--- src/rtl/csp_pkg.sv ---
// Shared definitions for the call stack profiler: field widths, action codes,
// and the command and status words passed between controller and datapath.
// No dependencies.
package csp_pkg;

   localparam int ACTION_W = 2;
   localparam int FUNC_W = 8;
   localparam int TIME_W = 48;
   localparam int COUNT_W = 32;
   localparam int TOTAL_W = 64;
   localparam int DEPTH_W = 16;

   // Counter table covers every function id
   localparam int FUNCTION_COUNT = 256;

   localparam logic [DEPTH_W-1:0] DEPTH_MAX = {DEPTH_W{1'b1}};

   // Action codes; code 3 behaves as a read
   localparam logic [ACTION_W-1:0] ACT_ENTER = 2'd0;
   localparam logic [ACTION_W-1:0] ACT_LEAVE = 2'd1;
   localparam logic [ACTION_W-1:0] ACT_READ = 2'd2;

   typedef struct packed {
      logic accept;  // take the request word, update depth, start memory reads
      logic step;    // stack entry is ready: form elapsed, read its counters
      logic finish;  // counters ready: write back, load the response word
   } csp_cmd_type;

   typedef struct packed {
      logic stack_hit;  // a leave now would pop a level held in the stack
   } csp_status_type;

endpackage

--- src/rtl/csp_ctrl.sv ---
// Sequencing controller of the call stack profiler.
// Drives csp_cmd_type commands to csp_dpath; uses csp_pkg.
module csp_ctrl (
   input  logic                    clock,
   input  logic                    reset,
   input  logic                    req_valid,
   input  logic [csp_pkg::ACTION_W-1:0] req_action,
   output logic                    req_stall,
   output logic                    rsp_valid,
   input  logic                    rsp_stall,
   input  csp_pkg::csp_status_type status,
   output csp_pkg::csp_cmd_type    cmd
);
   import csp_pkg::*;

   typedef enum logic [1:0] {
      ST_IDLE,
      ST_STACK,
      ST_COUNT
   } state_type;

   state_type state_ff, state_in;
   logic rsp_valid_ff, rsp_valid_in;
   logic out_free;

   assign out_free = !rsp_valid_ff || !rsp_stall;

   always_comb begin
      cmd = '0;
      state_in = state_ff;
      rsp_valid_in = rsp_valid_ff && rsp_stall;
      case (state_ff)
         ST_IDLE: begin
            if (req_valid) begin
               cmd.accept = 1'b1;
               if (req_action == ACT_LEAVE && status.stack_hit) begin
                  state_in = ST_STACK;
               end else begin
                  state_in = ST_COUNT;
               end
            end
         end
         ST_STACK: begin
            cmd.step = 1'b1;
            state_in = ST_COUNT;
         end
         ST_COUNT: begin
            if (out_free) begin
               cmd.finish = 1'b1;
               rsp_valid_in = 1'b1;
               state_in = ST_IDLE;
            end
         end
         default: begin
            state_in = ST_IDLE;
         end
      endcase
   end

   always_ff @(posedge clock) begin
      if (reset) begin
         state_ff <= ST_IDLE;
         rsp_valid_ff <= 1'b0;
      end else begin
         state_ff <= state_in;
         rsp_valid_ff <= rsp_valid_in;
      end
   end

   assign req_stall = (state_ff != ST_IDLE);
   assign rsp_valid = rsp_valid_ff;

`ifndef SYNTH
   a_finish_free: assert property (@(posedge clock) disable iff (reset)
      cmd.finish |-> !(rsp_valid_ff && rsp_stall))
      else $error("response loaded over a stalled word");
   a_hit_goes_stack: assert property (@(posedge clock) disable iff (reset)
      (cmd.accept && req_action == ACT_LEAVE && status.stack_hit) |=> state_ff == ST_STACK)
      else $error("stacked leave skipped the stack read");
   a_rsp_from_count: assert property (@(posedge clock) disable iff (reset)
      $rose(rsp_valid_ff) |-> $past(state_ff == ST_COUNT))
      else $error("response raised outside the counter step");
`endif

endmodule

--- config.mk ---
export PLATFORM = sky130hd
export DESIGN_NAME = csp_ctrl
export DESIGN_NICKNAME = d
export VERILOG_FILES = /design/src/rtl/csp_pkg.sv /design/src/rtl/csp_ctrl.sv
export SDC_FILE = /design/constraint.sdc
export NUM_CORES = 1
export LEC_CHECK = 0
export BUFFER_PORTS_ARGS = -buffer_cell sky130_fd_sc_hd__buf_2
export CAP_MARGIN = 20
export CORE_AREA = 5 5 42 44
export CTS_CLUSTER_SIZE = 16
export DETAILED_ROUTE_END_ITERATION = 16
export DIE_AREA = 0 0 47 49
export HOLD_SLACK_MARGIN = 0.08
export PLACE_DENSITY = 0.33
export SETUP_SLACK_MARGIN = 0.4
export SYNTH_ARGS = -nofsm -noshare
export SYNTH_HDL_FRONTEND = slang
export SYNTH_SLANG_ARGS = --single-unit
--- constraint.sdc ---
create_clock -name clock -period 1.2 [get_ports clock]
set_clock_uncertainty 0.2 [all_clocks]
set_input_delay 0.06 -clock clock [delete_from_list [all_inputs] [get_ports clock]]
set_output_delay 0.06 -clock clock [all_outputs]
set_load 0.01 [all_outputs]
* Yosys cells after proc, flatten, opt, wreduce, memory -nomap -nowiden
Cells that the tools add are included.
Word-level totals: bits in registers 3, output and inout port bits 5, logic and storage cells 26
Operators by class: equality and inequality tests 5, muxes and demuxes 11, reductions and logical operators 8
Operators with widths (count):
- 1-bit 2-to-1 mux | 7
- 2-bit 2-to-1 mux | 3
- 2-bit case mux with 3 select lines | 1
- 2-bit by 1-bit equality test with 1-bit output (second input constant) | 2
- 2-bit inequality test (second input constant) | 2
- 2-bit equality test (second input constant) | 1
- 1-bit logical AND | 2
- 1-bit zero test | 2
- 2-bit zero test | 1
- 2-bit AND reduction | 1
- 2-bit nonzero test | 1
- 1-bit logical OR | 1

* Logic depth before layout (Yosys ltp)
word-level depth 5, depth in mapped cells 3, mapped depth without buffers 3

* Least setup slack after synthesis
Ideal clock, no wire load.
path kind register to register, start point reg rsp_valid_ff, in the netlist rsp_valid, end point reg state_ff[1], setup time 0.086 ns, arrival 0.781 ns, required time 0.914 ns, setup slack 0.133 ns, stages on the path, launching flop included 4, cells stage by stage dfxtp_1 nand2_1 o21a_1 a211oi_1
On the way: longest elaborated chain between the ends 4
RTL lines:
- from (decl) | line csp_ctrl.sv:23 | logic rsp_valid_ff, rsp_valid_in;
- from (signal assigned) | line csp_ctrl.sv:66 | rsp_valid_ff <= rsp_valid_in;
- 1-bit zero test | line csp_ctrl.sv:26 | assign out_free = !rsp_valid_ff || !rsp_stall;
- 1-bit logical OR | line csp_ctrl.sv:26
- 2-bit inequality test (no line)
- 2-bit AND reduction (no line)
- to (signal assigned) | line csp_ctrl.sv:65 | state_ff <= state_in;
- to (decl) | line csp_ctrl.sv:22 | state_type state_ff, state_in;
No other way between the ends. A chain may end at the register's enable or synchronous reset.

==> results.cfg <==
[place]
dp_cells = 43
gp_congestion = 0.664
hpwlAfterDp_um = 335
placed_cell_area_um2 = 228
io_buffers = 11
dp_slack_ps = 161

[critical_path]
critPathBufInv = 1
crit_path_start_kind = flip-flop
rr_startpoint = rsp_valid
crit_chain = nand2b_4 > a21oi_2 > buf_2
max_stage_delay_ps = 350
startpoint = state_ff[0]
worst-setup-path-type = flip-flop to output port
arrival_ps = 960
crit_fanout = 4
endpoint_kind = output port
cp_top_family = flip-flops
crit_path_top_delay_cell = dfxtp_4
crit_required_ps = 940

[pwr]
p_total_uw = 381
peakVddDrop_mv = 0.259
p_per_area_nw_per_um2 = 1190
p_leak_nw = 0.150

[detailed_routing]
wl_per_cell_um = 9.38
drc_errors = 0
drt_pass1_iterations = 1
vias = 182
via_per_inst = 3.64
postRouteAntennaNets = 0
wirelength_um = 469
drt_iter0_drc = 0

[logic_synthesis]
synth_top_area_share_pct = 41.4
syn_area_um2 = 145
yosys_register_bits = 3
yosys_warnings = 0
yosys.area.top_type = dfxtp_1
synth_area_per_cell_um2 = 9.07
ys_types = 12
synthCells = 16
synth-seq-area-share_pct = 41.4
syn_nets = 23
synth_area_leaders = dfxtp_1 41%, nor3b_2 8.6%, a21oi_1 6.9%, and2_4 6.0%, a211oi_1 5.2%

[floorplanning]
row_count = 14
die_height_um = 49
die_area_um2 = 2300
start_util_pct = 10.4
die_x_um = 47
io_pins = 12
core_um2 = 1400

[grt]
grt_pass1_wl_um = 752
grt_usage_pct = 5.14
gr-total-overflow = 0
antenna_found_initial = 0
grt_max_degree = 5
grt_pass1_vias = 194

[timing]
holdWs_ps = -165
slew_violations = 0
slew_headroom_pct = 90.3
period_minus_slack_ps = 1220
setup_tns_ps = -28.2
rsz0062_at_grt = yes
fmax_mhz = 819
setup_viol = 2
fin_crit_sh_pct = 102
hold_violations = 3
tightestPinTransition_ps = 145
setup_slack_ps = -20.5

[worst_hold_path]
hold_start = reset
hp-class = input port to flip-flop

[finish]
nNetsFinal = 42
multi_input_area_um2 = 109
synthToLayoutAreaGrowth_pct = 122
register_area_um2 = 68.8
fin_cells = 50
antennaDiodeCount = 0
stdcell_area_um2 = 322
fillerInstances = 163
drive_above_1_share_pct = 82.4

[run_status]
violations = negative hold slack, negative setup slack
outcome = finished with violations

[clock_network]
root_buffer = clkbuf_4
clk_pin_slew_ps = 40
cts_tree = done
htreeDepth = 1
numCtsBuffers = 3
cts.sinks = 3
clock_path_buffers = 2
clkLatencyLatePin_ps = 230

[job]
maxCapViolations = 0
[cell usage after synthesis, drive strengths merged]
cell / number
and2: 1
inv: 1
a21oi: 2
nand2b: 1
nor2: 1
nor3b: 1
a211oi: 1
nand3b: 1
dfxtp: 3
nand2: 2
o21a: 1
and2b: 1
[worst register-to-register path, cell delays in order (launching register included)]
cell and delay [ps]:
dfxtp_2 350, nand2_2 70, o21a_1 190, a211oi_2 180
[power by group]
group | internal [mW] | switching [mW]
combinational | 0.0544 | 0.0356
sequential | 0.106 | 0.0102
clock | 0.125 | 0.0508
total | 0.285 | 0.0966
[stage by stage]
step / utilization [%] / hold WS [ps]
2_1_floorplan: - / -78.3
3_3_place_gp: 16.3 / 62.4
3_5_place_dp: 16.3 / 66.2
4_1_cts: 20.4 / -182
5_1_grt: 22.9 / -158
6_report: 22.9 / -165
[worst paths after layout]
check,endpoint,slack [ps],cells after the start
setup / recovery,cmd[0],-20,3
hold / removal,rsp_valid,-160,2
setup reg to reg,state_ff[1],110,3
hold reg to reg,rsp_valid,300,2
[registers in the layout (all words and copies together), names as in the netlist]
signal and cells:
state_ff 2, rsp_valid 1
[layer usage]
| layer | GRT usage (%) | wire, µm | vias up |
|---|---|---|---|
| li1 | - | - | 92 |
| met1 | 4.82 | 193 | 76 |
| met2 | 5.66 | 200 | 14 |
| met3 | 5.17 | 74 | 0 |
| met4 | 5.53 | 0 | 0 |
| met5 | 0 | 0 | - |
[what timing repair did]
action,in CTS,in global routing
setup buffers,0,3
pin swaps,1,5
hold endpoints to repair,3,3
endpoints found under the setup margin,8,8
resized for setup,6,4
[layout by cell type, fill, tap and decap left out, types with 2 or more instances in the layout]
cell type	Yosys	layout
buf_4	0	2
a21oi_2	0	2
clkbuf_4	0	3
buf_2	0	9
dfxtp_4	0	2
buf_6	0	3
[layout make-up]
type / instances / share of cell area, %
Timing Repair Buffer: 14 / 29.2
Tap cell: 16 / 6.23
Inverter: 1 / 1.17
Clock buffer: 4 / 8.17
Sequential cell: 3 / 21.4
Multi-Input combinational cell: 12 / 33.9
[logic make-up (layout without fill, tap and decap cells)]
family                 after synthesis  count (layout)  synth area share (%)
flip-flops                           3               3                  41.4
AO/OA/AOI/OAI                        4               4                  17.2
buffers and inverters                1              19                  2.58
AND/OR/NAND/NOR                      8               8                  38.8
Note: power is estimated with default switching activity, not from simulation.
